[src/design/cst_pkg.sv]
`timescale 1ns / 1ps

package cst_pkg;

  typedef enum logic [4:0] {
    TK_EOF        = 5'd0,
    TK_UNEXPECTED = 5'd1,
    TK_EOL        = 5'd3,
    TK_COMMENT    = 5'd4,
    TK_IDENT      = 5'd5,
    TK_INT        = 5'd6,
    TK_FLOAT      = 5'd7,
    TK_PLUS       = 5'd8,
    TK_MINUS      = 5'd9,
    TK_STAR       = 5'd10,
    TK_SLASH      = 5'd11,
    TK_EQUAL      = 5'd12,
    TK_LPAREN     = 5'd13,
    TK_RPAREN     = 5'd14,
    TK_LBRACE     = 5'd15,
    TK_RBRACE     = 5'd16,
    TK_LBRACK     = 5'd17,
    TK_RBRACK     = 5'd18
  } tok_kind_e;

  localparam int unsigned MaxTokens = 3;

  typedef struct packed {
    tok_kind_e   kind;
    logic [15:0] start_col;
    logic [15:0] end_col;
  } tok_t;

  // tokens finished by one byte, slot 0 first
  typedef struct packed {
    logic [1:0]                 count;
    logic [15:0]                line;
    tok_t [MaxTokens-1:0]       toks;
  } bundle_t;

  typedef struct packed {
    logic valid;
    logic ready;
  } hs_t;

endpackage

[src/design/cst_if.sv]
`timescale 1ns / 1ps

interface cst_char_if;
  logic       valid;
  logic       ready;
  logic [7:0] char_code;

  modport source (output valid, output char_code, input ready);
  modport sink (input valid, input char_code, output ready);
endinterface

interface cst_token_if;
  logic        valid;
  logic        ready;
  logic [4:0]  token_kind;
  logic [15:0] start_column;
  logic [15:0] end_column;
  logic [15:0] line_number;
  logic        last_of_run;

  modport source (
    output valid, output token_kind, output start_column, output end_column,
    output line_number, output last_of_run, input ready
  );
  modport sink (
    input valid, input token_kind, input start_column, input end_column,
    input line_number, input last_of_run, output ready
  );
endinterface

[src/design/cst_front.sv]
`timescale 1ns / 1ps

module cst_front #(
  parameter int unsigned P = 16
) (
  input  logic             clk_i,
  input  logic             rst_ni,
  cst_char_if.sink         char_i,
  output logic             push_valid_o,
  input  logic             push_ready_i,
  output cst_pkg::bundle_t push_data_o
);

  typedef enum logic [2:0] {
    M_IDLE,
    M_IDENT,
    M_INT,
    M_INT_DOT,
    M_FLOAT,
    M_SLASH,
    M_COMMENT
  } mode_e;

  mode_e          mode_q, mode_d;
  logic [P-1:0]   ts_q, ts_d;
  logic [P-1:0]   col_q, col_d;
  logic [P-1:0]   line_q, line_d;
  logic [1:0]     n;
  logic           go_idle;
  logic           accept;
  logic [7:0]     c;
  logic           is_let, is_dig;
  cst_pkg::bundle_t bund;

  function automatic logic [P-1:0] sat_inc(input logic [P-1:0] v);
    return (&v) ? v : v + P'(1);
  endfunction

  function automatic cst_pkg::tok_t mk_tok(input cst_pkg::tok_kind_e k,
                                           input logic [P-1:0] s,
                                           input logic [P-1:0] e);
    cst_pkg::tok_t t;
    t.kind      = k;
    t.start_col = 16'(s);
    t.end_col   = 16'(e);
    return t;
  endfunction

  function automatic cst_pkg::tok_kind_e punct_kind(input logic [7:0] ch);
    cst_pkg::tok_kind_e k;
    unique case (ch)
      8'h2B:   k = cst_pkg::TK_PLUS;
      8'h2D:   k = cst_pkg::TK_MINUS;
      8'h2A:   k = cst_pkg::TK_STAR;
      8'h3D:   k = cst_pkg::TK_EQUAL;
      8'h28:   k = cst_pkg::TK_LPAREN;
      8'h29:   k = cst_pkg::TK_RPAREN;
      8'h7B:   k = cst_pkg::TK_LBRACE;
      8'h7D:   k = cst_pkg::TK_RBRACE;
      8'h5B:   k = cst_pkg::TK_LBRACK;
      8'h5D:   k = cst_pkg::TK_RBRACK;
      default: k = cst_pkg::TK_UNEXPECTED;
    endcase
    return k;
  endfunction

  localparam logic [7:0] ChSpace = 8'h20;
  localparam logic [7:0] ChNl    = 8'h0A;
  localparam logic [7:0] ChDot   = 8'h2E;
  localparam logic [7:0] ChSlash = 8'h2F;
  localparam logic [7:0] ChNul   = 8'h00;

  assign c      = char_i.char_code;
  assign is_let = (c >= 8'h61 && c <= 8'h7A) || (c >= 8'h41 && c <= 8'h5A);
  assign is_dig = (c >= 8'h30 && c <= 8'h39);

  always_comb begin
    mode_d    = mode_q;
    ts_d      = ts_q;
    col_d     = col_q;
    line_d    = line_q;
    n         = 2'd0;
    go_idle   = 1'b0;
    bund      = '0;
    bund.line = 16'(line_q);

    // settle the token in progress
    unique case (mode_q)
      M_IDENT: begin
        if (is_let) begin
          col_d = sat_inc(col_q);
        end else begin
          bund.toks[n] = mk_tok(cst_pkg::TK_IDENT, ts_q, col_q);
          n = n + 2'd1;
          go_idle = 1'b1;
        end
      end
      M_INT: begin
        if (is_dig) begin
          col_d = sat_inc(col_q);
        end else if (c == ChDot) begin
          mode_d = M_INT_DOT;
        end else begin
          bund.toks[n] = mk_tok(cst_pkg::TK_INT, ts_q, col_q);
          n = n + 2'd1;
          go_idle = 1'b1;
        end
      end
      M_INT_DOT: begin
        if (is_dig) begin
          col_d  = sat_inc(sat_inc(col_q));
          mode_d = M_FLOAT;
        end else begin
          bund.toks[n] = mk_tok(cst_pkg::TK_INT, ts_q, col_q);
          n = n + 2'd1;
          bund.toks[n] = mk_tok(cst_pkg::TK_UNEXPECTED, col_q, sat_inc(col_q));
          n = n + 2'd1;
          col_d = sat_inc(col_q);
          go_idle = 1'b1;
        end
      end
      M_FLOAT: begin
        if (is_dig) begin
          col_d = sat_inc(col_q);
        end else begin
          bund.toks[n] = mk_tok(cst_pkg::TK_FLOAT, ts_q, col_q);
          n = n + 2'd1;
          go_idle = 1'b1;
        end
      end
      M_SLASH: begin
        if (c == ChSlash) begin
          col_d  = sat_inc(col_q);
          mode_d = M_COMMENT;
        end else begin
          bund.toks[n] = mk_tok(cst_pkg::TK_SLASH, ts_q, sat_inc(ts_q));
          n = n + 2'd1;
          go_idle = 1'b1;
        end
      end
      M_COMMENT: begin
        if (c == ChNl || c == ChNul) begin
          bund.toks[n] = mk_tok(cst_pkg::TK_COMMENT, ts_q, col_q);
          n = n + 2'd1;
          go_idle = 1'b1;
        end else begin
          col_d = sat_inc(col_q);
        end
      end
      default: go_idle = 1'b1;
    endcase

    // handle the byte from idle
    if (go_idle) begin
      mode_d = M_IDLE;
      priority if (is_let) begin
        ts_d   = col_d;
        col_d  = sat_inc(col_d);
        mode_d = M_IDENT;
      end else if (is_dig) begin
        ts_d   = col_d;
        col_d  = sat_inc(col_d);
        mode_d = M_INT;
      end else if (c == ChSpace) begin
        col_d = sat_inc(col_d);
      end else if (c == ChSlash) begin
        ts_d   = col_d;
        col_d  = sat_inc(col_d);
        mode_d = M_SLASH;
      end else if (c == ChNl) begin
        bund.toks[n] = mk_tok(cst_pkg::TK_EOL, col_d, sat_inc(col_d));
        n = n + 2'd1;
        col_d  = '0;
        line_d = sat_inc(line_q);
      end else if (c == ChNul) begin
        bund.toks[n] = mk_tok(cst_pkg::TK_EOF, col_d, sat_inc(col_d));
        n = n + 2'd1;
        ts_d   = '0;
        col_d  = '0;
        line_d = '0;
      end else begin
        bund.toks[n] = mk_tok(punct_kind(c), col_d, sat_inc(col_d));
        n = n + 2'd1;
        col_d = sat_inc(col_d);
      end
    end
    bund.count = n;
  end

  assign char_i.ready = push_ready_i;
  assign accept       = char_i.valid && push_ready_i;
  assign push_valid_o = accept && (n != 2'd0);
  assign push_data_o  = bund;

  always_ff @(posedge clk_i or negedge rst_ni) begin
    if (!rst_ni) begin
      mode_q <= M_IDLE;
      ts_q   <= '0;
      col_q  <= '0;
      line_q <= '0;
    end else if (accept) begin
      mode_q <= mode_d;
      ts_q   <= ts_d;
      col_q  <= col_d;
      line_q <= line_d;
    end
  end

endmodule

[src/design/cst_queue.sv]
`timescale 1ns / 1ps

module cst_queue #(
  parameter int unsigned DEPTH = 2
) (
  input  logic             clk_i,
  input  logic             rst_ni,
  input  logic             push_valid_i,
  output logic             push_ready_o,
  input  cst_pkg::bundle_t push_data_i,
  output logic             pop_valid_o,
  input  logic             pop_i,
  output cst_pkg::bundle_t pop_data_o
);

  localparam int unsigned PtrW = (DEPTH > 1) ? $clog2(DEPTH) : 1;
  localparam int unsigned CntW = $clog2(DEPTH + 1);

  cst_pkg::bundle_t mem_q [DEPTH];
  logic [PtrW-1:0]  wr_q, rd_q;
  logic [CntW-1:0]  cnt_q;
  logic             do_push, do_pop;

  function automatic logic [PtrW-1:0] nxt(input logic [PtrW-1:0] p);
    return (p == PtrW'(DEPTH - 1)) ? '0 : p + PtrW'(1);
  endfunction

  assign push_ready_o = (cnt_q != CntW'(DEPTH));
  assign pop_valid_o  = (cnt_q != '0);
  assign pop_data_o   = mem_q[rd_q];
  assign do_push      = push_valid_i && push_ready_o;
  assign do_pop       = pop_i && pop_valid_o;

  always_ff @(posedge clk_i) begin
    if (do_push) begin
      mem_q[wr_q] <= push_data_i;
    end
  end

  always_ff @(posedge clk_i or negedge rst_ni) begin
    if (!rst_ni) begin
      wr_q  <= '0;
      rd_q  <= '0;
      cnt_q <= '0;
    end else begin
      if (do_push) begin
        wr_q <= nxt(wr_q);
      end
      if (do_pop) begin
        rd_q <= nxt(rd_q);
      end
      if (do_push && !do_pop) begin
        cnt_q <= cnt_q + CntW'(1);
      end else if (do_pop && !do_push) begin
        cnt_q <= cnt_q - CntW'(1);
      end
    end
  end

endmodule

[src/design/cst_back.sv]
`timescale 1ns / 1ps

module cst_back (
  input  logic             clk_i,
  input  logic             rst_ni,
  input  logic             pop_valid_i,
  output logic             pop_o,
  input  cst_pkg::bundle_t pop_data_i,
  cst_token_if.source      tok_o
);

  logic [1:0]    idx_q;
  logic          out_valid_q;
  logic          load;
  logic          last;
  cst_pkg::tok_t cur;
  cst_pkg::tok_t tok_q;
  logic [15:0]   line_q;
  logic          last_q;

  assign load  = pop_valid_i && (!out_valid_q || tok_o.ready);
  assign cur   = pop_data_i.toks[idx_q];
  assign last  = (idx_q == pop_data_i.count - 2'd1);
  assign pop_o = load && last;

  always_ff @(posedge clk_i or negedge rst_ni) begin
    if (!rst_ni) begin
      idx_q       <= '0;
      out_valid_q <= 1'b0;
    end else begin
      if (load) begin
        out_valid_q <= 1'b1;
        idx_q       <= last ? 2'd0 : idx_q + 2'd1;
      end else if (tok_o.ready) begin
        out_valid_q <= 1'b0;
      end
    end
  end

  always_ff @(posedge clk_i) begin
    if (load) begin
      tok_q  <= cur;
      line_q <= pop_data_i.line;
      last_q <= last;
    end
  end

  assign tok_o.valid        = out_valid_q;
  assign tok_o.token_kind   = tok_q.kind;
  assign tok_o.start_column = tok_q.start_col;
  assign tok_o.end_column   = tok_q.end_col;
  assign tok_o.line_number  = line_q;
  assign tok_o.last_of_run  = last_q;

endmodule

[src/design/char_stream_tokenizer.sv]
`timescale 1ns / 1ps

// port     dir  transfer   payload
// char_i   in   valid&rdy  char_code[7:0]
// tok_o    out  valid&rdy  token_kind, start_column, end_column, line_number, last_of_run
//
// One byte is taken per cycle while the bundle queue is not full.
// A byte that finishes two or three tokens holds its bundle in the queue until
// all are sent, since the output stage sends one token per cycle when not stalled.
// The input stalls only when the bundle queue is full.
// Reset clears the scanner, queue pointers and output valid; no sweep.
// Back pressure on tok_o holds the output register and fills the queue.

module char_stream_tokenizer #(
  parameter int unsigned POSITION_BITS = 16,
  parameter int unsigned QUEUE_DEPTH   = 2
) (
  input  logic        clk_i,
  input  logic        rst_ni,
  cst_char_if.sink    char_i,
  cst_token_if.source tok_o
);

  logic             push_valid, push_ready;
  logic             pop_valid, pop;
  cst_pkg::bundle_t push_data, pop_data;

  cst_front #(
    .P (POSITION_BITS)
  ) u_front (
    .clk_i        (clk_i),
    .rst_ni       (rst_ni),
    .char_i       (char_i),
    .push_valid_o (push_valid),
    .push_ready_i (push_ready),
    .push_data_o  (push_data)
  );

  cst_queue #(
    .DEPTH (QUEUE_DEPTH)
  ) u_queue (
    .clk_i        (clk_i),
    .rst_ni       (rst_ni),
    .push_valid_i (push_valid),
    .push_ready_o (push_ready),
    .push_data_i  (push_data),
    .pop_valid_o  (pop_valid),
    .pop_i        (pop),
    .pop_data_o   (pop_data)
  );

  cst_back u_back (
    .clk_i       (clk_i),
    .rst_ni      (rst_ni),
    .pop_valid_i (pop_valid),
    .pop_o       (pop),
    .pop_data_i  (pop_data),
    .tok_o       (tok_o)
  );

endmodule
[src/flat_wrapper.sv]
// flat-port wrapper written by rule: the top's interface ports become plain ports
module char_stream_tokenizer_flat 
#(
  parameter int unsigned POSITION_BITS = 16,
  parameter int unsigned QUEUE_DEPTH   = 2
)
  (clk_i, rst_ni, char_i_valid, char_i_char_code, char_i_ready, tok_o_valid, tok_o_token_kind, tok_o_start_column, tok_o_end_column, tok_o_line_number, tok_o_last_of_run, tok_o_ready);
  cst_char_if char_i_i ();
  cst_token_if tok_o_i ();
  input  logic clk_i;
  input  logic rst_ni;
  input wire logic [$bits(char_i_i.valid)-1:0] char_i_valid;
  input wire logic [$bits(char_i_i.char_code)-1:0] char_i_char_code;
  output wire logic [$bits(char_i_i.ready)-1:0] char_i_ready;
  output wire logic [$bits(tok_o_i.valid)-1:0] tok_o_valid;
  output wire logic [$bits(tok_o_i.token_kind)-1:0] tok_o_token_kind;
  output wire logic [$bits(tok_o_i.start_column)-1:0] tok_o_start_column;
  output wire logic [$bits(tok_o_i.end_column)-1:0] tok_o_end_column;
  output wire logic [$bits(tok_o_i.line_number)-1:0] tok_o_line_number;
  output wire logic [$bits(tok_o_i.last_of_run)-1:0] tok_o_last_of_run;
  input wire logic [$bits(tok_o_i.ready)-1:0] tok_o_ready;
  assign char_i_i.valid = char_i_valid;
  assign char_i_i.char_code = char_i_char_code;
  assign char_i_ready = char_i_i.ready;
  assign tok_o_valid = tok_o_i.valid;
  assign tok_o_token_kind = tok_o_i.token_kind;
  assign tok_o_start_column = tok_o_i.start_column;
  assign tok_o_end_column = tok_o_i.end_column;
  assign tok_o_line_number = tok_o_i.line_number;
  assign tok_o_last_of_run = tok_o_i.last_of_run;
  assign tok_o_i.ready = tok_o_ready;
  char_stream_tokenizer #(.POSITION_BITS(POSITION_BITS), .QUEUE_DEPTH(QUEUE_DEPTH)) u_core (.clk_i(clk_i), .rst_ni(rst_ni), .char_i(char_i_i), .tok_o(tok_o_i));
endmodule
[config.mk]
export PLATFORM = sky130hd
export DESIGN_NAME = char_stream_tokenizer_flat
export DESIGN_NICKNAME = d
export VERILOG_FILES = /design/src/design/cst_pkg.sv /design/src/design/cst_if.sv /design/src/design/cst_front.sv /design/src/design/cst_queue.sv /design/src/design/cst_back.sv /design/src/design/char_stream_tokenizer.sv /design/src/flat_wrapper.sv
export SDC_FILE = /design/constraint.sdc
export NUM_CORES = 1
export LEC_CHECK = 0
export BUFFER_PORTS_ARGS = -buffer_cell sky130_fd_sc_hd__buf_4
export CAP_MARGIN = 20
export CELL_PAD_IN_SITES_DETAIL_PLACEMENT = 1
export CELL_PAD_IN_SITES_GLOBAL_PLACEMENT = 2
export CORE_MARGIN = 2
export CORE_UTILIZATION = 43
export DETAILED_ROUTE_END_ITERATION = 16
export GPL_TIMING_DRIVEN = 0
export PLACE_DENSITY_LB_ADDON = 0.1
export SETUP_SLACK_MARGIN = 0.3
export SLEW_MARGIN = 10
export SYNTH_ARGS = -nofsm -noshare
export SYNTH_HDL_FRONTEND = slang
export SYNTH_SLANG_ARGS = --single-unit
[constraint.sdc]
create_clock -name clk_i -period 12.1 [get_ports clk_i]
set_input_delay 1.815 -clock clk_i [delete_from_list [all_inputs] [get_ports clk_i]]
set_output_delay 1.815 -clock clk_i [all_outputs]
set_load 0.005 [all_outputs]
# Yosys cells after proc, flatten, opt, wreduce, memory -nomap -nowiden
# Memory sizes are Yosys's and may differ from the RTL's.
# Cells that the tools add are included.
[word_totals]
latch_bits = 0
mem_bits_ro = 0
reg_bits = 112
ram_bits = 258
output_inout_bits = 56
word_cells = 200
in_bits = 12
mem_count = 1
[classes]
n_div = 0
reduce_logical = 36
mul = 0
order_cmp = 9
n_shift = 0
n_mux = 95
n_bitwise = 4
eq_ne = 29
add_sub_neg = 12
[mem_list]
columns = ["name", "depth", "width", "rd", "rd_clocked_by_memory_dff", "wr", "line_no", "rtl"]
rows = [
  ["u_core.u_queue.mem_q", 2, 129, 1, 0, 1, "cst_queue.sv:19", "cst_pkg::bundle_t mem_q [DEPTH];"],
]
[op_table]
columns = ["op", "n"]
rows = [
  ["$mux 111", 7],
  ["$mux 16", 24],
  ["$bwmux 111", 3],
  ["$pmux 37 s6", 1],
  ["$mux 35", 5],
  ["$mux 37", 3],
  ["$add 16x1->16 const B", 5],
  ["$pmux 16 s5", 1],
  ["$reduce_and 16->1", 5],
  ["$bmux 37 s2", 1],
  ["$demux 37 s2", 1],
  ["$eq 8x6->1 const B", 9],
  ["$mux 70", 1],
  ["$pmux 5 s10", 1],
  ["$mux 36", 1],
  ["$mux 5", 7],
  ["$eq 8x7->1 const B", 4],
  ["$mux 3", 9],
  ["$mux 1", 18],
  ["$mux 2", 9],
  ["$ge 8x7->1 const B", 2],
  ["$le 8x7->1 const B", 2],
  ["$ne 3x3->1 const B", 5],
  ["$logic_and 1x1->1", 12],
  ["other kinds (27)", 49],
]

# Depth between registers and ports, before layout
# Gate-level depths: netlist of run 1.
[logic_depth]
ltp_word = 18
depth_mapped = 25
ltp_nobuf = 22

# Hierarchy
# Synthesis of run 1 repeated with hierarchy kept, for this count alone.
[unflattened]
hier_cells = 1560
area_unflattened_um2 = 18813.0
[modules_own_cells]
columns = ["module", "area_per_inst_um2", "seq_area_each_um2", "cells_per_inst", "n_inst"]
rows = [
  ["cst_queue", 9529.1, 7847.5, 419, 1],
  ["cst_front", 6676.4, 1276.2, 941, 1],
  ["cst_back", 2607.5, 1696.6, 200, 1],
]

# Worst setup path before layout of run 1
# OpenSTA, ideal clock, no wires.
[synth_path]
path_kind = "input-to-reg"
from = "input port char_i_char_code[4]"
to = "memory u_core.u_queue.mem_q[0][0] (netlist name) (enable)"
t_arrival_ns = 9.668
setup_ns = 0.619
slack_ns = 1.813
path_buffers = 3
path_stages = 12
cell_sequence = "clkbuf_1 -> nor4bb_1 -> and2_1 -> buf_2 -> buf_1 -> o211ai_1 -> or3_1 -> nand2_1 -> nor2_1 -> xnor2_1 -> o21ai_0 -> nor2_1"
[synth_lines]
columns = ["item", "line_no", "rtl"]
rows = [
  ["start: declaration", "flat_wrapper.sv:13", "input wire logic [$bits(char_i_i.char_code)-1:0] char_i_char_code;"],
  ["end: declaration", "cst_queue.sv:19", ""],
]

==> results of run 1 <==
[routing by layer]
metal / vias up / track usage [%] / routed length [µm]
met5: - / 0 / 0
met4: 0 / 8.45 / 1770
met3: 95 / 3.86 / 2910
met2: 431 / 45.5 / 29300
met1: 7198 / 40.4 / 28800
li1: 6249 / - / -
[cell usage after synthesis (12+ instances only)]
library cell | instances | share of area [%]
a211oi_1 | 12 | 0.48
a21oi_1 | 61 | 1.6
a221oi_1 | 13 | 0.61
a31oi_1 | 19 | 0.64
and2_1 | 12 | 0.40
and3_1 | 27 | 0.91
buf_2 | 16 | 0.43
clkbuf_1 | 72 | 1.5
dfrtp_1 | 58 | 7.8
edfxtp_1 | 312 | 50
inv_1 | 60 | 1.2
mux2_2 | 23 | 1.4
mux2i_1 | 47 | 2.5
mux4_2 | 37 | 4.5
nand2_1 | 131 | 2.6
nand3_1 | 45 | 1.2
nand4_1 | 16 | 0.54
nor2_1 | 132 | 2.7
nor3_1 | 24 | 0.65
o21ai_0 | 100 | 2.7
o22ai_1 | 59 | 2.0
or3_1 | 12 | 0.40
xnor2_1 | 30 | 1.4
xor2_1 | 16 | 0.75
[cells in the final DEF (no fill, tap or decap), types with 30 or more instances in the layout]
cell | Yosys | final
nand2_1 | 131 | 131
a21oi_1 | 61 | 61
edfxtp_1 | 312 | 312
inv_1 | 60 | 59
nand3_1 | 45 | 45
mux4_2 | 37 | 37
buf_4 | 4 | 69
dfrtp_1 | 58 | 58
clkbuf_1 | 72 | 83
xnor2_1 | 30 | 30
clkbuf_16 | 0 | 41
nor2_1 | 132 | 131
o21ai_0 | 100 | 100
o22ai_1 | 59 | 59
mux2i_1 | 47 | 47
[cell families after synthesis]
family                   Yosys count  synth area share [%]
AND/OR/NAND/NOR                  478                  13.1
AO/OA/AOI/OAI                    389                  14.0
flip-flops                       370                  58.1
buffers and inverters            163                  3.51
multiplexers                     107                  8.39
XOR/XNOR                          47                  2.31
adder cells (fa/ha/maj)            9                 0.605
[sequential cells by signal, summed over array words and instances, names as in the netlist, 5 cells and up]
signal,cells
u_core.u_queue.mem_q,258
u_core.u_front.col_q,16
u_core.u_back.tok_o.start_column,16
u_core.u_front.ts_q,16
u_core.u_front.line_q,16
u_core.u_back.tok_o.line_number,16
u_core.u_back.tok_o.end_column,16
u_core.u_back.tok_o.token_kind,5
[report_power, final]
group          internal [mW]  switching (mW)
logic                   1.18            2.50
clock network          0.681           0.520
registers               2.20           0.213
[area by class of cell]
class                           instances  area, µm²  share of cell area, %
Inverter                               60        225                   1.06
Buffer                                103        429                   2.01
Tap cell                              585        732                   3.43
Sequential cell                       370      10800                   50.7
Clock buffer                           53       1080                   5.06
Clock inverter                         22        190                  0.891
Timing Repair Buffer                   79        708                   3.32
Multi-Input combinational cell       1030       7160                   33.5
[critical path, stage by stage (launching register included)]
cell and delay [ns]:
dfrtp_1 0.44, ha_1 0.17, buf_2 0.19, nand4_2 0.28, nor4_4 0.58, clkbuf_1 0.60
xnor2_1 0.32, ha_1 0.31, inv_1 0.09, nor3_1 0.20, o2bb2ai_1 0.22, nand4_4 0.24
or4_4 0.58, buf_2 0.24, o211ai_1 0.24, o21ai_0 0.39, inv_1 0.28, ha_1 0.23
inv_1 0.08, or4_4 0.58, a2111oi_4 0.41, nand3_4 0.24, xnor2_1 0.63, mux2_2 0.28
nor2_1 0.08
[stage by stage]
| stage | setup TNS [ns] | worst slack, ns | std cells |
|---|---|---|---|
| final | 0 | 3.87 | 2302 |
| after global routing | 0 | 3.47 | 2302 |
| after CTS | 0 | 3.98 | 2299 |
| after detailed placement | 0 | 3.73 | 2224 |
| after global placement | -354.38 | -2.78 | 2213 |
| after floorplan | 0 | 1.81 | 1563 |
[worst paths after layout]
check	endpoint	depth (start not counted)
worst max-delay path	u_core.u_queue.mem_q[0][37]	24
worst min-delay path	u_core.u_back.tok_o.valid	2
worst max register to register	u_core.u_queue.mem_q[0][37]	24
worst min register to register	u_core.u_back.tok_o.valid	2
max in group asynchronous	u_core.u_front.ts_q[13]	1
min in group asynchronous	u_core.u_front.col_q[6]	1
==> out/metrics.csv, run 1 <==
metric,value,unit
status,"finished, final reports clean",
worstPathRequired,12.38,ns
place_congestion,0.975,
synthFlopType,edfxtp_1,
core_area,42900,µm²
slew_headroom,28.6,%
nFillCells,4516,
fmax,121,MHz
tightest_slew,1.06,ns
numCtsBuffers,41,
path_max_fanout,10,
die-height,212,µm
setup_viol,0,
drv_slew,0,
cts_root_buffer,clkbuf_16,
antenna_found_initial,2,
ys_warn_count,0,
netlist_area,18600,µm²
cts.sinks,370,
crit_start,u_core.u_front.col_q[1],
area_delta_synth_final,14.6,%
fin_util,49.8,%
period_share,68.0,%
io_pins,68,
r2r-start,u_core.u_front.col_q[1],
clk_latency,0.57,ns
drc,0,
ff2ff_setup_slack,3.87,ns
ys_seq_area_share,58.1,%
rsz0062_at_grt,no,
synthArstFlopShare,15.7,%
synth.net_count,1584,
overflow,0,
clock_path_buffers,3,
fp.dieW,212,µm
min_path_type,register to register,
peakVddDrop,0.148,mV
cp.arrival,8.51,ns
drive_gt1_share,14.6,%
synth-edff-count,312,
avgViaCountPerCell,6.07,
finalHoldViolCount,0,
vias,14000,
cts_setup_buffers,0,
syn_inst,1563,
fin_crit,8.23,ns
cap_violations,0,
worst_setup_path_start_kind,register,
cts_max_level,2,
dieArea,45000,µm²
grt_pass1_vias,14500,
yosysUniqueCellTypes,92,
diodes,0,
drt-wirelength-per-cell,27.3,µm
finalClockSkew,0.0202,ns
grt_first_pass_wirelength,93.8,mm
synth_seq_cells,370,
ctsResizeCount,0,
wirelength,62.8,mm
endpoint_kind,register,
cts_tree,built,
syn_area_per_cell,11.9,µm²
ant_nets,0,
start_util,43.4,%
cts_hold_buf,0,
stdcell_area,21300,µm²
clk_pin_slew,0.06,ns
layout.nets,1706,
drt_iter0_markers,1067,
leakagePower,7.57,nW
finalPower,7.30,mW
placed_cell_area,20100,µm²
grt_max_degree,59,
powerDensity,342,nW/µm²
rows,76,
numPortBuffers,65,
firstDrtPassIters,5,
track_usage,28.4,%
critPathKind,register to register,
dp_hpwl,47.0,mm
hold_slack,0.504,ns
min_from,u_core.u_back.tok_o.valid,
(Power assumes the default switching activity.)
==> run 2: changes to the inputs <==
--- a/config.mk
+++ b/config.mk
@@ -10,7 +10,7 @@
 export CELL_PAD_IN_SITES_DETAIL_PLACEMENT = 1
 export CELL_PAD_IN_SITES_GLOBAL_PLACEMENT = 2
 export CORE_MARGIN = 2
-export CORE_UTILIZATION = 43
+export CORE_UTILIZATION = 39
 export DETAILED_ROUTE_END_ITERATION = 16
 export GPL_TIMING_DRIVEN = 0
 export PLACE_DENSITY_LB_ADDON = 0.1
==> constraint.sdc (replaced) <==
create_clock -name clk_i -period 7.5 [get_ports clk_i]
set_input_delay 1.125 -clock clk_i [delete_from_list [all_inputs] [get_ports clk_i]]
set_output_delay 1.125 -clock clk_i [all_outputs]
set_load 0.005 [all_outputs]
==> run 2 against run 1 <==
Total power grew 61%. Sequential power grew 61%. Largest power group unchanged. Design area grew 0.17%. Clock power is 55% higher. Global-route usage decreased by 2.6 points. Utilization decreased by 4.7 points.
==> out/metrics.csv, run 2 (synthesis gave the netlist of run 1 again) <==
metric,value,unit
fin_cells,2330,
die-height,223,µm
cap_violations,0,
layout_common_cells,"312 x edfxtp_1, 131 x nor2_1, 131 x nand2_1",
rows,80,
clkPwrFrac,15.9,%
rsz0062_at_grt,no,
fin_crit,6.70,ns
worst_setup_path_start_kind,register,
track_usage,25.8,%
dp_cells,2255,
peakVddDrop,0.196,mV
place_congestion,0.931,
dieArea,49500,µm²
finalHoldViolCount,0,
critPathKind,register to register,
fp.dieW,223,µm
firstDrtPassIters,5,
cts_tree,built,
layout.nets,1707,
clock_path_buffers,3,
ant_nets,0,
wirelength,63.8,mm
multi_input_area,7200,µm²
tightest_slew,1.11,ns
sequentialPowerShare,33.2,%
ff_latch_area,10800,µm²
setup_viol,0,
numPortBuffers,65,
cts_hold_buf,0,
drv_slew,0,
dp_hpwl,48.3,mm
internal-power,6.49,mW
io_pins,68,
core_area,47400,µm²
slew_headroom,25.3,%
fmax,149,MHz
drc,0,
path_max_fanout,10,
cp.arrival,6.96,ns
leakagePower,7.58,nW
cts.sinks,370,
clk_latency,0.56,ns
clk_pin_slew,0.06,ns
min_path_type,register to register,
period_share,89.3,%
drt_iter0_markers,1021,
tns,0,ns
regMostFlops,u_core.u_queue.mem_q,
nFillCells,5023,
finalClockSkew,0.0179,ns
endpoint_kind,register,
status,"finished, final reports clean",
powerDensity,548,nW/µm²
vias,14000,
start_util,39.3,%
drt-wirelength-per-cell,27.4,µm
area_delta_synth_final,14.8,%
cts_max_level,2,
combPwrFrac,51.0,%
grt_first_pass_wirelength,95.5,mm
grt_pass1_vias,14400,
worstPathRequired,7.76,ns
avgViaCountPerCell,5.99,
antenna_found_initial,1,
mostFrequentLayoutCell,edfxtp_1,
numCtsBuffers,41,
diodes,0,
switchingPower,5.24,mW
largest_reg_flops,258,
drive_gt1_share,15.5,%
p_sw_share,44.7,%
overflow,0,
grt_max_degree,59,
cts_root_buffer,clkbuf_16,
run 2: changes by cell type in the layout (fill, tap and decap cells not counted), sizes merged:
cell          before  now
clkbuf           126  118
clkinv            12   17
buf              108  112
bufinv             2    0
dlymetal6s2s       1    0
run 2: worst paths after layout:
path,start,endpoint,slack (ns),cells past startpoint
hold reg to reg,u_core.u_back.tok_o.valid,u_core.u_back.tok_o.valid,0.50,2
max in group asynchronous,rst_ni,u_core.u_front.line_q[13],6.11,1
setup reg to reg,u_core.u_front.col_q[15],u_core.u_queue.mem_q[0][51],0.80,25
hold / removal,u_core.u_back.tok_o.valid,u_core.u_back.tok_o.valid,0.50,2
min in group asynchronous,rst_ni,u_core.u_front.col_q[13],0.66,1
setup / recovery,u_core.u_front.col_q[15],u_core.u_queue.mem_q[0][51],0.80,25
run 2: power groups by stage:
stage,logic [mW],registers (mW),clock network [mW]
finish,5.98,3.89,1.86
global route,6.41,3.97,1.97
CTS,5.94,3.89,1.90
detailed placement,5.91,3.93,0
global placement,5.69,3.98,0
floorplan,3.47,3.89,0
run 2: per-layer routing:
metal	vias up	GRT usage, %	part of all wire, %
met5	-	0	0
met4	0	7.99	3.0
met1	7257	36.5	46
met2	346	41.8	47
met3	98	3.07	4.1
li1	6254	-	-
run 2: critical path, stage by stage (launching register included):
cell	delay, ns
dfrtp_1	0.32
buf_2	0.32
nand4_4	0.25
nor4_4	0.43
buf_6	0.23
mux2i_1	0.18
inv_1	0.10
ha_1	0.18
inv_1	0.07
nor3_1	0.18
o2bb2ai_1	0.22
nand4_4	0.13
or4_4	0.56
buf_2	0.24
o211ai_1	0.27
o21ai_2	0.20
inv_2	0.18
ha_1	0.21
inv_1	0.09
or4_4	0.59
a2111oi_4	0.28
buf_4	0.20
nand2_1	0.09
or4b_1	0.48
nand2_1	0.24
o22ai_1	0.15
run 2: through the flow:
step | setup WS [ns] | total power, mW | hold WS, ns | area (µm²) | utilization (%)
after CTS | 0.363 | 11.7 | 0.515 | 21300 | 45.0
after global routing | 0.400 | 12.4 | 0.535 | 21400 | 45.1
after global placement | -2.92 | 9.67 | 0.479 | 19900 | 41.9
after detailed placement | -0.534 | 9.84 | 0.495 | 20100 | 42.3
final | 0.803 | 11.7 | 0.501 | 21400 | 45.1
after floorplan | 0.266 | 7.36 | 0.465 | 18600 | -
run 2: layout make-up:
class                   count  area share [%]
well taps                 615            3.60
clock buffers              47            5.00
repair buffers             80            3.30
multi-input cells        1030            33.7
inverters                  60            1.05
plain buffers             103            2.04
clock inverters            25           0.737
flip-flops and latches    370            50.6
run 2: what timing repair did:
item                                    in CTS  in global routing
gates resized for setup                      7                  5
buffers inserted                             1                  2
cloned                                       0                  0
pin swaps                                    1                  3
endpoints found under the setup margin      88                108
